==> config.mk <==
export PLATFORM = sky130hd
export DESIGN_NAME = grid_window_presence_check_flat
export DESIGN_NICKNAME = d
export VERILOG_FILES = /design/src/sv/gwpc_pkg.sv /design/src/sv/gwpc_pix_if.sv /design/src/sv/gwpc_res_if.sv /design/src/sv/gwpc_grid.sv /design/src/sv/grid_window_presence_check.sv /design/src/flat_wrapper.sv
export VERILOG_INCLUDE_DIRS = /design/src /design/src/sv
export SDC_FILE = /design/constraint.sdc
export NUM_CORES = 1
export LEC_CHECK = 0
export ABC_AREA = 0
export CAP_MARGIN = 20
export CELL_PAD_IN_SITES_DETAIL_PLACEMENT = 1
export CELL_PAD_IN_SITES_GLOBAL_PLACEMENT = 1
export CORE_MARGIN = 2
export CORE_UTILIZATION = 40
export DETAILED_ROUTE_END_ITERATION = 10
export DONT_BUFFER_PORTS = 1
export GPL_ROUTABILITY_DRIVEN = 0
export GPL_TIMING_DRIVEN = 0
export PLACE_DENSITY_LB_ADDON = 0.1
export SLEW_MARGIN = 5
export SYNTH_ARGS = -nofsm -noshare
export SYNTH_HDL_FRONTEND = slang
export SYNTH_HIERARCHICAL = 1
export SYNTH_SLANG_ARGS = --single-unit
==> constraint.sdc <==
create_clock -name i_clk -period 17 [get_ports i_clk]
set_clock_uncertainty 0.1 [all_clocks]
set_input_delay 0.85 -clock i_clk [delete_from_list [all_inputs] [get_ports i_clk]]
set_output_delay 0.85 -clock i_clk [all_outputs]
set_load 0.02 [all_outputs]
==> src/sv/assert_macros.svh <==
// assertion macros shared by the grid window presence check rtl
// no dependencies; define NO_ASSERTIONS to compile them away
`ifndef ASSERT_MACROS_SVH
`define ASSERT_MACROS_SVH

`ifndef NO_ASSERTIONS

// property must hold at every clock edge outside reset
`define GWPC_ASSERT(lbl, clk, rst_n, prop, msg) \
    lbl: assert property (@(posedge clk) disable iff (!rst_n) prop) else $error(msg);

// expression must never be true outside reset
`define GWPC_ASSERT_NEVER(lbl, clk, rst_n, expr, msg) \
    lbl: assert property (@(posedge clk) disable iff (!rst_n) !(expr)) else $error(msg);

`else

`define GWPC_ASSERT(lbl, clk, rst_n, prop, msg)
`define GWPC_ASSERT_NEVER(lbl, clk, rst_n, expr, msg)

`endif

`endif

==> src/sv/gwpc_pkg.sv <==
// shared types, widths and reset values of the grid window presence check
// no dependencies; used by the interfaces and every module
package gwpc_pkg;

    // field widths
    localparam int PIX_W      = 8;
    localparam int COORD_W    = 12;
    localparam int WSIZE_W    = 5;
    localparam int MASK_W     = 10;
    localparam int CNT_W      = 9;
    localparam int CFG_IDX_W  = 3;
    localparam int CFG_DATA_W = 12;

    localparam logic [CNT_W-1:0] CNT_MAX = '1;

    // default grid geometry
    localparam int DEF_GRID_COLS  = 5;
    localparam int DEF_GRID_ROWS  = 2;
    localparam int DEF_MAX_WINDOW = 16;

    // register reset values
    localparam logic [PIX_W-1:0]   RST_BIN_THR  = 8'd100;
    localparam logic [COORD_W-1:0] RST_ORIGIN_X = 12'd46;
    localparam logic [COORD_W-1:0] RST_ORIGIN_Y = 12'd45;
    localparam logic [COORD_W-1:0] RST_PITCH    = 12'd50;
    localparam logic [WSIZE_W-1:0] RST_WSIZE    = 5'd10;
    localparam logic [PIX_W-1:0]   RST_MEAN_THR = 8'd100;

    // register indexes
    typedef enum logic [CFG_IDX_W-1:0] {
        CFG_BIN_THR  = 3'd0,
        CFG_ORIGIN_X = 3'd1,
        CFG_ORIGIN_Y = 3'd2,
        CFG_PITCH    = 3'd3,
        CFG_WSIZE    = 3'd4,
        CFG_MEAN_THR = 3'd5
    } t_cfg_idx;

    typedef struct packed {
        logic [PIX_W-1:0]   bin_threshold;
        logic [COORD_W-1:0] origin_x;
        logic [COORD_W-1:0] origin_y;
        logic [COORD_W-1:0] pitch;
        logic [WSIZE_W-1:0] window_size;
        logic [PIX_W-1:0]   mean_threshold;
    } t_cfg;

    // one pixel request
    typedef struct packed {
        logic [PIX_W-1:0]   pixel;
        logic [COORD_W-1:0] col;
        logic [COORD_W-1:0] row;
        logic               frame_end;
    } t_pix;

endpackage

==> src/sv/gwpc_pix_if.sv <==
// pixel request channel of the grid window presence check
// depends on gwpc_pkg
interface gwpc_pix_if import gwpc_pkg::*; ();

    logic               valid;
    logic               ready;
    logic [PIX_W-1:0]   pixel;
    logic [COORD_W-1:0] col;
    logic [COORD_W-1:0] row;
    logic               frame_end;

    modport source (output valid, pixel, col, row, frame_end, input ready);
    modport sink   (input valid, pixel, col, row, frame_end, output ready);

endinterface

==> src/sv/gwpc_res_if.sv <==
// frame result channel of the grid window presence check
// depends on gwpc_pkg
interface gwpc_res_if import gwpc_pkg::*; ();

    logic              valid;
    logic              ready;
    logic [MASK_W-1:0] missing_mask;
    logic              complete;

    modport source (output valid, missing_mask, complete, input ready);
    modport sink   (input valid, missing_mask, complete, output ready);

endinterface

==> src/sv/gwpc_grid.sv <==
// window geometry, per-window bright counters and the missing test
// depends on gwpc_pkg and assert_macros.svh
`include "assert_macros.svh"

module gwpc_grid import gwpc_pkg::*; #(
    parameter int GRID_COLS  = DEF_GRID_COLS,
    parameter int GRID_ROWS  = DEF_GRID_ROWS,
    parameter int MAX_WINDOW = DEF_MAX_WINDOW
) (
    input  logic              i_clk,
    input  logic              i_rst_n,
    input  t_cfg              i_cfg,
    input  t_pix              i_item,
    input  logic              i_advance,
    output logic [MASK_W-1:0] o_mask,
    output logic              o_complete
);

    localparam int NWIN     = GRID_COLS * GRID_ROWS;
    localparam int SIZE_W   = $clog2(MAX_WINDOW + 1);
    localparam int GRID_MAX = (GRID_COLS > GRID_ROWS) ? GRID_COLS : GRID_ROWS;
    localparam int SPAN_W   = COORD_W + $clog2(GRID_MAX) + 1;
    localparam int SQ_W     = 2 * SIZE_W;
    localparam int LIM_W    = PIX_W + SQ_W;
    localparam int PROD_W   = CNT_W + PIX_W;
    localparam int CMP_W    = (LIM_W > PROD_W) ? LIM_W : PROD_W;
    localparam int WS_CODES = 2 ** WSIZE_W;

    // square of the saturated window size, worked out at elaboration
    function automatic logic [SQ_W-1:0] sq_of(input int v);
        int s;
        s = (v > MAX_WINDOW) ? MAX_WINDOW : v;
        return SQ_W'(s * s);
    endfunction

    logic [SQ_W-1:0]   w_sq_tab [WS_CODES];
    logic [SIZE_W-1:0] n_size;
    logic [LIM_W-1:0]  n_limit;
    logic [LIM_W-1:0]  r_limit;

    logic [SPAN_W-1:0] r_x0 [GRID_COLS];
    logic [SPAN_W-1:0] r_x1 [GRID_COLS];
    logic [SPAN_W-1:0] r_y0 [GRID_ROWS];
    logic [SPAN_W-1:0] r_y1 [GRID_ROWS];

    logic              w_in_x [GRID_COLS];
    logic              w_in_y [GRID_ROWS];
    logic              w_bright;
    logic [NWIN-1:0]   w_missing;
    logic [NWIN-1:0]   w_cnt_nz;
    logic [CNT_W-1:0]  r_cnt [NWIN];

    for (genvar w = 0; w < WS_CODES; w++) begin : g_sq
        localparam logic [SQ_W-1:0] SQ = sq_of(w);
        assign w_sq_tab[w] = SQ;
    end

    // effective size and mean limit follow the registers
    always_comb begin
        n_size = (int'(i_cfg.window_size) > MAX_WINDOW) ? SIZE_W'(MAX_WINDOW)
                                                        : SIZE_W'(i_cfg.window_size);
        n_limit = LIM_W'(i_cfg.mean_threshold) * LIM_W'(w_sq_tab[i_cfg.window_size]);
    end

    always_ff @(posedge i_clk) begin
        r_limit <= n_limit;
    end

    // column bounds of each window
    for (genvar c = 0; c < GRID_COLS; c++) begin : g_col
        logic [SPAN_W-1:0] n_x0;
        assign n_x0 = SPAN_W'(i_cfg.origin_x) + SPAN_W'(i_cfg.pitch) * SPAN_W'(c);
        always_ff @(posedge i_clk) begin
            r_x0[c] <= n_x0;
            r_x1[c] <= n_x0 + SPAN_W'(n_size);
        end
        assign w_in_x[c] = (SPAN_W'(i_item.col) >= r_x0[c]) &&
                           (SPAN_W'(i_item.col) < r_x1[c]);
    end

    // row bounds of each window
    for (genvar r = 0; r < GRID_ROWS; r++) begin : g_row
        logic [SPAN_W-1:0] n_y0;
        assign n_y0 = SPAN_W'(i_cfg.origin_y) + SPAN_W'(i_cfg.pitch) * SPAN_W'(r);
        always_ff @(posedge i_clk) begin
            r_y0[r] <= n_y0;
            r_y1[r] <= n_y0 + SPAN_W'(n_size);
        end
        assign w_in_y[r] = (SPAN_W'(i_item.row) >= r_y0[r]) &&
                           (SPAN_W'(i_item.row) < r_y1[r]);
    end

    assign w_bright = i_item.pixel > i_cfg.bin_threshold;

    // one saturating counter and mean test per window
    for (genvar r = 0; r < GRID_ROWS; r++) begin : g_lane_r
        for (genvar c = 0; c < GRID_COLS; c++) begin : g_lane_c
            localparam int K = r * GRID_COLS + c;
            logic             w_hit;
            logic [CNT_W-1:0] w_next;
            logic [CMP_W-1:0] w_prod;

            assign w_hit  = w_bright && w_in_x[c] && w_in_y[r] && (r_cnt[K] != CNT_MAX);
            assign w_next = w_hit ? r_cnt[K] + CNT_W'(1) : r_cnt[K];
            // count * 255 as a shift and subtract
            assign w_prod = (CMP_W'(w_next) << PIX_W) - CMP_W'(w_next);
            assign w_missing[K] = w_prod < CMP_W'(r_limit);
            assign w_cnt_nz[K]  = |r_cnt[K];

            always_ff @(posedge i_clk) begin
                if (!i_rst_n) begin
                    r_cnt[K] <= '0;
                end else if (i_advance) begin
                    r_cnt[K] <= i_item.frame_end ? '0 : w_next;
                end
            end
        end
    end

    // mask keeps the low windows, complete sees them all
    for (genvar b = 0; b < MASK_W; b++) begin : g_mask
        if (b < NWIN) begin : g_used
            assign o_mask[b] = w_missing[b];
        end else begin : g_unused
            assign o_mask[b] = 1'b0;
        end
    end

    assign o_complete = ~|w_missing;

    `GWPC_ASSERT(a_clear_after_frame, i_clk, i_rst_n, (i_advance && i_item.frame_end) |=> (w_cnt_nz == '0), "counters not cleared after frame end")
    `GWPC_ASSERT(a_cnt_monotonic, i_clk, i_rst_n, (i_rst_n && !(i_advance && i_item.frame_end)) |=> (r_cnt[0] >= $past(r_cnt[0])), "window counter decreased inside a frame")

endmodule

==> src/sv/grid_window_presence_check.sv <==
// top level of the grid window presence check: registers, input and result stages
// depends on gwpc_pkg, gwpc_pix_if, gwpc_res_if, gwpc_grid and assert_macros.svh
// a frame-end request passes the input register and then the result register
// throughput: one pixel request per cycle; stalls only while a result waits
// and the next frame-end request would need the result register
// reset: synchronous, active low; counters zero, registers at reset values
`include "assert_macros.svh"

module grid_window_presence_check import gwpc_pkg::*; #(
    parameter int GRID_COLS  = DEF_GRID_COLS,
    parameter int GRID_ROWS  = DEF_GRID_ROWS,
    parameter int MAX_WINDOW = DEF_MAX_WINDOW
) (
    input  logic                  i_clk,
    input  logic                  i_rst_n,
    input  logic                  i_cfg_we,
    input  logic [CFG_IDX_W-1:0]  i_cfg_idx,
    input  logic [CFG_DATA_W-1:0] i_cfg_data,
    gwpc_pix_if.sink              i_pix,
    gwpc_res_if.source            o_res
);

    localparam int NWIN = GRID_COLS * GRID_ROWS;

    t_cfg              r_cfg;
    t_cfg              n_cfg;
    logic              r_in_valid;
    t_pix              r_in;
    logic              r_out_valid;
    logic [MASK_W-1:0] r_out_mask;
    logic              r_out_complete;
    logic              w_out_free;
    logic              w_adv;
    logic              w_accept;
    logic [MASK_W-1:0] w_mask;
    logic              w_complete;

    // register write decode
    always_comb begin
        n_cfg = r_cfg;
        if (i_cfg_we) begin
            unique case (t_cfg_idx'(i_cfg_idx))
                CFG_BIN_THR:  n_cfg.bin_threshold  = i_cfg_data[PIX_W-1:0];
                CFG_ORIGIN_X: n_cfg.origin_x       = i_cfg_data[COORD_W-1:0];
                CFG_ORIGIN_Y: n_cfg.origin_y       = i_cfg_data[COORD_W-1:0];
                CFG_PITCH:    n_cfg.pitch          = i_cfg_data[COORD_W-1:0];
                CFG_WSIZE:    n_cfg.window_size    = i_cfg_data[WSIZE_W-1:0];
                CFG_MEAN_THR: n_cfg.mean_threshold = i_cfg_data[PIX_W-1:0];
                default: ;
            endcase
        end
    end

    always_ff @(posedge i_clk) begin
        if (!i_rst_n) begin
            r_cfg.bin_threshold  <= RST_BIN_THR;
            r_cfg.origin_x       <= RST_ORIGIN_X;
            r_cfg.origin_y       <= RST_ORIGIN_Y;
            r_cfg.pitch          <= RST_PITCH;
            r_cfg.window_size    <= RST_WSIZE;
            r_cfg.mean_threshold <= RST_MEAN_THR;
        end else begin
            r_cfg <= n_cfg;
        end
    end

    // pipeline flow: a pixel leaves the input stage unless its result has no room
    assign w_out_free = !r_out_valid || o_res.ready;
    assign w_adv      = r_in_valid && (!r_in.frame_end || w_out_free);
    assign i_pix.ready = !r_in_valid || w_adv;
    assign w_accept   = i_pix.valid && i_pix.ready;

    // input request register
    always_ff @(posedge i_clk) begin
        if (!i_rst_n) begin
            r_in_valid <= 1'b0;
        end else if (w_accept) begin
            r_in_valid <= 1'b1;
        end else if (w_adv) begin
            r_in_valid <= 1'b0;
        end
    end

    always_ff @(posedge i_clk) begin
        if (w_accept) begin
            r_in.pixel     <= i_pix.pixel;
            r_in.col       <= i_pix.col;
            r_in.row       <= i_pix.row;
            r_in.frame_end <= i_pix.frame_end;
        end
    end

    gwpc_grid #(
        .GRID_COLS  (GRID_COLS),
        .GRID_ROWS  (GRID_ROWS),
        .MAX_WINDOW (MAX_WINDOW)
    ) u_grid (
        .i_clk      (i_clk),
        .i_rst_n    (i_rst_n),
        .i_cfg      (r_cfg),
        .i_item     (r_in),
        .i_advance  (w_adv),
        .o_mask     (w_mask),
        .o_complete (w_complete)
    );

    // result register
    always_ff @(posedge i_clk) begin
        if (!i_rst_n) begin
            r_out_valid <= 1'b0;
        end else if (w_adv && r_in.frame_end) begin
            r_out_valid <= 1'b1;
        end else if (o_res.ready) begin
            r_out_valid <= 1'b0;
        end
    end

    always_ff @(posedge i_clk) begin
        if (w_adv && r_in.frame_end) begin
            r_out_mask     <= w_mask;
            r_out_complete <= w_complete;
        end
    end

    assign o_res.valid        = r_out_valid;
    assign o_res.missing_mask = r_out_mask;
    assign o_res.complete     = r_out_complete;

    `GWPC_ASSERT(a_frame_end_gives_result, i_clk, i_rst_n, (w_adv && r_in.frame_end) |=> r_out_valid, "frame end did not load the result register")
    `GWPC_ASSERT(a_result_source, i_clk, i_rst_n, $rose(r_out_valid) |-> $past(w_adv && r_in.frame_end), "result appeared without a frame end")
    `GWPC_ASSERT_NEVER(a_no_overwrite, i_clk, i_rst_n, w_adv && r_in.frame_end && r_out_valid && !o_res.ready, "pending result overwritten")
    `GWPC_ASSERT(a_complete_matches_mask, i_clk, i_rst_n, r_out_valid |-> ((NWIN > MASK_W) || (r_out_complete == (r_out_mask == '0))), "complete flag disagrees with mask")

endmodule

==> src/flat_wrapper.sv <==
// flat-port wrapper written by rule: the top's interface ports become plain ports
module grid_window_presence_check_flat import gwpc_pkg::*;
#(
    parameter int GRID_COLS  = DEF_GRID_COLS,
    parameter int GRID_ROWS  = DEF_GRID_ROWS,
    parameter int MAX_WINDOW = DEF_MAX_WINDOW
)
  (i_clk, i_rst_n, i_cfg_we, i_cfg_idx, i_cfg_data, i_pix_valid, i_pix_pixel, i_pix_col, i_pix_row, i_pix_frame_end, i_pix_ready, o_res_valid, o_res_missing_mask, o_res_complete, o_res_ready);
  gwpc_pix_if i_pix_i ();
  gwpc_res_if o_res_i ();
  input  logic i_clk;
  input  logic i_rst_n;
  input  logic i_cfg_we;
  input  logic [CFG_IDX_W-1:0] i_cfg_idx;
  input  logic [CFG_DATA_W-1:0] i_cfg_data;
  input wire logic [$bits(i_pix_i.valid)-1:0] i_pix_valid;
  input wire logic [$bits(i_pix_i.pixel)-1:0] i_pix_pixel;
  input wire logic [$bits(i_pix_i.col)-1:0] i_pix_col;
  input wire logic [$bits(i_pix_i.row)-1:0] i_pix_row;
  input wire logic [$bits(i_pix_i.frame_end)-1:0] i_pix_frame_end;
  output wire logic [$bits(i_pix_i.ready)-1:0] i_pix_ready;
  output wire logic [$bits(o_res_i.valid)-1:0] o_res_valid;
  output wire logic [$bits(o_res_i.missing_mask)-1:0] o_res_missing_mask;
  output wire logic [$bits(o_res_i.complete)-1:0] o_res_complete;
  input wire logic [$bits(o_res_i.ready)-1:0] o_res_ready;
  assign i_pix_i.valid = i_pix_valid;
  assign i_pix_i.pixel = i_pix_pixel;
  assign i_pix_i.col = i_pix_col;
  assign i_pix_i.row = i_pix_row;
  assign i_pix_i.frame_end = i_pix_frame_end;
  assign i_pix_ready = i_pix_i.ready;
  assign o_res_valid = o_res_i.valid;
  assign o_res_missing_mask = o_res_i.missing_mask;
  assign o_res_complete = o_res_i.complete;
  assign o_res_i.ready = o_res_ready;
  grid_window_presence_check #(.GRID_COLS(GRID_COLS), .GRID_ROWS(GRID_ROWS), .MAX_WINDOW(MAX_WINDOW)) u_core (.i_clk(i_clk), .i_rst_n(i_rst_n), .i_cfg_we(i_cfg_we), .i_cfg_idx(i_cfg_idx), .i_cfg_data(i_cfg_data), .i_pix(i_pix_i), .o_res(o_res_i));
endmodule
==> impl_results.md, run 1 <==
* Yosys warns at 6
* Met3 Use GR at around 3.0%
* Post-synthesis cell type count at between 90 and 100
* DRC violations left at 0
* Min Hold Slack at between 0.2 and 0.25 ns
* Clock Path Buffers at 3
* Ports at between 60 and 70
* DRT Wirelength at 102000 um
* Total GRT Usage at 24.5%
* Status: finished, final reports clean
* GRT Residual Overflow at 0
* Max transition margin at 27.7%
* Die area at roughly 84000 um^2
* Synth area leader: ha_1
* Global Route met1 Usage at 30.1%
* Layout cells sized above 1 at approximately 4.9%
* Critical Path Start Type: register
* Post-synth top area share at a little under 20%
* Vias per cell at roughly 5.6
* Core box area at 80700 um^2
* CTS H-tree lvls at 2
* Crit share post-route at a little under half
* Tmin final at ~8 ns
* Grt peak-use layer: met2
* Synth area leaders: ha_1 19%, dfxtp_1 16%, edfxtp_1 12%, xnor2_1 5.6%, xor2_1 3.9%
* Number of synthesized register bits at 396
* Clk_lat worst skew at between 0.6 and 0.7 ns
* Pre-CTS setup slack at ~9.3 ns
* Reg2Reg Depth at 22
* Most common cell in the synthesized netlist: ha_1
* Post-route setup slack at around 9.2 ns
* Met2 global-route usage at about 44%
* Post-synthesis average cell area at 9.05 um^2
* Worst slew pin tran at 1.08 ns
* Synth cell count leaders: 503 x ha_1, 313 x inv_1, 275 x nand2_1, 262 x dfxtp_1, 251 x nor2_1
* TritonCTS Buffers at 48
* Root buffer cell: clkbuf_16
* Post-DRT Antenna Nets at 0
* Max-slew violations at 0
* TritonCTS clock tree: done
* Drt first pass iters at 5
* Mapped Cells at about 3600
* Die X at roughly 290 um
* Setup TNS at 0 ns
* Sequential share of the synthesized area at between 20% and 30%
* Critical path data arrival time at approximately 8.0 ns
* Final setup vio count at 0
* VDD IR max at between 0.09 and 0.1 mV
* Hold depth at 0
* Min-delay worst type: in2reg
* Area delta synth->final at 9.94%
* Setup crit end kind: register
* Initial antenna violation count at 0
* Die height at between 200 and 300 um
* Starting Density at between 40% and 50%
* First-pass GRT wire length at ~160000 um
* Static Leak at between 15 and 20 nW
* Top_reg_cell synth: dfxtp_1
* Final net count at ~4300
* Setup bufs post-CTS at 0
* Port Buffers at 0
* Largest net degree at the start of global routing at between 40 and 50
* Required time of the critical path at between 15 and 20 ns
* Final hold viol count at 0
* Cts hold-fix bufs at 0
* Unrepaired setup endpoints after global routing: false
* Vias at around 27000
* CP max FO at 10
* Cell Rows at around 100
* FFs w/ async S/R, synth at 0%
* Pwr per Cell Area at 89.8 nW/um^2
* Fmax at between 0.1 and 0.15 GHz
* WS Path Type: reg2reg
* WL/cell at between 20 and 25 um
* Vias in the first global route at between 20000 and 30000
* Initial DRC Count at approximately 900
* Max cap viols at 0
* Resized cells post-CTS at 0
* Post-DP HPWL at approximately 80000 um
* Post-synth EDFFs at 134
* Reg clk slew, reported paths at ~0.06 ns
* Cell Area, Synth at about 33000 um^2
* Clock Sinks at a little under 400
-- through the flow --
step	std cells	area, um^2	total power, mW	util (%)
5_1_grt	4764	35900	3.43	44.5
3_5_place_dp	4675	34100	2.12	42.3
6_report	4766	35900	3.22	44.5
4_1_cts	4764	35900	3.26	44.5
2_1_floorplan	3608	32600	1.81	-
3_3_place_gp	4668	34000	2.05	42.1
-- sequential cells by signal, indices dropped and copies added (netlist names), 10 cells and up --
register / cells
u_core/o_res.missing_mask: 10
u_core/r_cfg: 57
u_core/r_in: 33
u_core/u_grid/r_cnt: 90
u_core/u_grid/r_limit: 18
u_core/u_grid/r_x0: 64
u_core/u_grid/r_x1: 69
u_core/u_grid/r_y0: 25
u_core/u_grid/r_y1: 27
-- routing by layer --
metal | vias up | wire length, um
li1 | 12900 | -
met4 | 0 | 3200
met2 | 346 | 50500
met5 | - | 0
met1 | 13100 | 45300
met3 | 145 | 3130
-- worst max-delay path, stage by stage (launching register included) --
cell and delay, ns:
edfxtp_1 0.74, ha_1 0.37, a21o_1 0.20, a21oi_1 0.21
o211ai_1 0.27, a41oi_1 0.83, clkbuf_1 0.45, nand4_1 0.18
xnor2_1 0.27, a32oi_1 0.80, o211ai_1 0.25, xor2_1 0.27
ha_1 0.29, a21o_1 0.17, a21o_1 0.17, a21o_1 0.19
a21o_1 0.18, a21o_1 0.18, a21oi_1 0.14, nor2b_1 0.06
a211oi_1 0.84, or4_1 0.25, nor4_2 0.04
-- cell usage in the layout (no fill, tap or decap), drive strengths merged, types with 64 or more instances in the layout --
cell / count
o21ai: 99
nand3: 108
edfxtp: 134
ha: 503
mux2i: 100
nor2b: 64
nor3: 75
nand4: 87
clkbuf: 134
a21o: 130
nor2: 252
inv: 317
xor2: 146
nand2: 275
dfxtp: 262
xnor2: 210
a21oi: 171
-- layout make-up --
cell class	instances	area (um^2)
antenna	2	5.00
sequential	396	9270
tap	1060	1330
multi-input combinational	2816	21900
fill	9342	44800
inverter	314	1180
clock inverter	20	221
timing repair buffer	7	111
buffer	82	344
clock buffer	69	1520
-- path summary, 6_finish.rpt --
path                                 startpoint                               end  slack, ns
hold / removal                     i_pix_col[1]         u_core/r_in[14]$_DFFE_PP_       0.23
hold reg to reg   u_core/r_cfg[28]$_SDFFE_PN1P_  u_core/u_grid/r_y0[0][3]$_DFF_P_       0.30
setup reg to reg      u_core/r_in[18]$_DFFE_PP_   u_core/o_res.complete$_DFFE_PP_       9.23
setup / recovery      u_core/r_in[18]$_DFFE_PP_   u_core/o_res.complete$_DFFE_PP_       9.23
-- kinds of logic (layout without fill, tap and decap cells) --
kind of cell               Yosys count  after routing  share of synthesized area [%]
DFF                                396            396                           28.4
adders and majority gates          560            560                           22.8
AOI/OAI and AO/OA                  607            607                           12.4
other                                1              6                         0.0115
muxes                              114            114                           3.55
buffers and inverters              396            492                           4.66
xor gates and xnor gates           356            356                           9.58
and+or+nand+nor                   1175           1175                           18.6
-- report_power, final --
group / total (mW) / leakage (nW) / internal (mW) / switching (mW)
Combinational: 1.00 / 11.6 / 0.395 / 0.606
Clock: 1.11 / 0.866 / 0.670 / 0.444
Sequential: 1.10 / 3.53 / 1.06 / 0.0483
No activity file was read; power rests on OpenSTA's default activity.
==> run 2, diff against run 1 <==
==> constraint.sdc (replaced) <==
create_clock -name i_clk -period 7.2 [get_ports i_clk]
set_clock_uncertainty 0.1 [all_clocks]
set_input_delay 0.36 -clock i_clk [delete_from_list [all_inputs] [get_ports i_clk]]
set_output_delay 0.36 -clock i_clk [all_outputs]
set_load 0.02 [all_outputs]
==> impl_results.md, run 2 (synthesis gave the netlist of run 1 again) <==
* Status: finished, final reports clean
* Final setup vio count at 0 (unchanged)
* Critical Path Start Type: register
* Cell Rows at 104 (unchanged)
* Area delta synth->final at 12.9%
* WS Path Type: reg2reg
* Min Hold Slack at 0.0414 ns (-0.188 ns)
* Commonest cells after routing, fill and taps aside: 503 x ha_1, 313 x inv_1, 275 x nand2_1, 262 x dfxtp_1, 246 x nor2_1
* Reg clk slew, reported paths at 0.06 ns (about the same)
* Clk_lat worst skew at 0.61 ns (about the same)
* Max-slew violations at 0 (unchanged)
* Final net count at 4354 (+1.8%)
* Top Registers: u_core/u_grid/r_cnt: 90 flops, u_core/u_grid/r_x1: 69 flops, u_core/u_grid/r_x0: 64 flops
* Ports at 66 (unchanged)
* Crit share post-route at 95.8% (+50 points)
* Vias at 26900 (+1.4%)
* TritonCTS clock tree: done
* Critical path buffers and inverters at 1 (unchanged)
* TritonCTS Buffers at 48 (unchanged)
* Crit path max-delay cell type: a2111oi_1
* CP dominant cell by count: a21o_1
* DRT Wirelength at 103000 um (+1.2%)
* Static Leak at 16.4 nW (+2.6%)
* VDD IR max at 0.240 mV (+150%)
* Post-DP HPWL at 80300 um (unchanged)
* First-pass GRT wire length at 163000 um (+1.1%)
* Root buffer cell: clkbuf_16
* DRC violations left at 0 (unchanged)
* Antenna Cells at 0 (-2)
* Largest Register: u_core/u_grid/r_cnt
* Initial DRC Count at 881 (-2.2%)
* GRT Residual Overflow at 0 (unchanged)
* Starting Density at 40.4% (unchanged)
* Final hold viol count at 0 (unchanged)
* Pwr per Cell Area at 209 nW/um^2 (+130%)
* Max reg flops at 90 (unchanged)
* FILL cells at 9322 (-0.21%)
* Port Buffers at 0 (unchanged)
* Initial antenna violation count at 0 (unchanged)
* Die area at 83900 um^2 (unchanged)
* Final Util at 45.7% (+1.2 points)
* Cells along the critical path: ha_1 -> a21o_1 -> a211o_1 -> o2111ai_1 -> a31oi_1 -> buf_6 -> nor3_4 -> mux2i_1 -> ha_1 -> and2_1 -> and4_1 -> o21ai_0 -> ha_1 -> a21o_1 -> a21o_1 -> a21oi_1 -> nor2_1 -> a2111oi_1 -> and4_1 -> a21o_1 -> or4_1 -> nor4_2
* Max transition margin at 36.2% (+8.5 points)
* Total GRT Usage at 24.7% (+0.24 points)
* Layout cells sized above 1 at 6.64% (+1.7 points)
* Delay-heaviest family, CP: compound AO/OA/AOI/OAI gates
* Drt first pass iters at 4 (-1)
* CP max FO at 10 (unchanged)
* Setup crit end kind: register
* Post-DRT Antenna Nets at 0 (unchanged)
* Min-delay worst type: in2reg
* Clock Path Buffers at 3 (unchanged)
* Core box area at 80700 um^2 (unchanged)
* Max incr delay on CP at 0.67 ns (-0.17 ns)
* Largest net degree at the start of global routing at 47 (unchanged)
* Fmax at 0.145 GHz (+13%)
* Vias per cell at 5.56 (-0.12%)
* WL/cell at 21.4 um (-0.37%)
* Die X at 290 um (unchanged)
* Tmin final at 6.90 ns (-0.874 ns)
* Worst slew pin tran at 0.957 ns (-0.121 ns)
* Setup TNS at 0 ns (unchanged)
* Critical path data arrival time at 7.12 ns (-0.86 ns)
* Clock Sinks at 396 (unchanged)
* Required time of the critical path at 7.42 ns (-9.79 ns)
* Commonest non-fill, non-tap cell in the layout: ha_1
* CTS H-tree lvls at 2 (unchanged)
* Vias in the first global route at 29100 (+1.2%)
* Die height at 290 um (unchanged)
* Max cap viols at 0 (unchanged)
[run 2: path summary, 6_finish.rpt]
kind	from	to	slack, ns	cells past startpoint
min reg2reg	u_core/r_cfg[28]$_SDFFE_PN1P_	u_core/u_grid/r_y0[0][3]$_DFF_P_	0.30	0
min	i_cfg_data[7]	u_core/r_cfg[56]$_SDFFE_PN0P_	0.04	2
max reg2reg	u_core/r_in[14]$_DFFE_PP_	u_core/o_res.complete$_DFFE_PP_	0.30	22
max	u_core/r_in[14]$_DFFE_PP_	u_core/o_res.complete$_DFFE_PP_	0.30	22
[run 2: area by class of cell]
type / count / area (um^2) / area share (%)
tap: 1060 / 1330 / 3.60
clock inverter: 20 / 221 / 0.601
clock buffer: 69 / 1520 / 4.12
multi-input combinational: 2816 / 22100 / 60.0
buffer: 80 / 339 / 0.921
timing repair buffer: 85 / 862 / 2.34
inverter: 314 / 1180 / 3.20
sequential: 396 / 9270 / 25.2
[run 2: through the flow]
step	setup slack, ns	power, mW	std cells	area, um^2
after CTS	0.0416	7.74	4828	36600
after global placement	-1.15	4.84	4668	34000
after detailed placement	-0.529	5.00	4675	34100
after floorplan	1.39	4.27	3608	32600
final	0.301	7.68	4840	36800
after global routing	-0.0568	8.16	4840	36800
[run 2: power breakdown]
part / internal, mW / switching [mW]
sequential: 2.49 / 0.103
combinational: 0.979 / 1.47
clock: 1.58 / 1.05
[run 2: layer usage]
metal  up-vias  global-route usage, %  routed length (um)
met5         -                      0                   0
met4         0                   7.82                3160
met3       143                   2.73                2830
met2       341                   44.8               51500
met1     13300                   30.5               45800
li1      13100                      -                   -
[run 2: what timing repair did]
action | 4_1_cts | 5_1_grt
pin swaps | 1 | 3
setup endpoints to repair | 7 | 6
hold buffers | 46 | 0
endpoints found under the hold margin | 85 | 0
resized for setup | 13 | 37
gates cloned | 0 | 0
setup buffers | 19 | 13
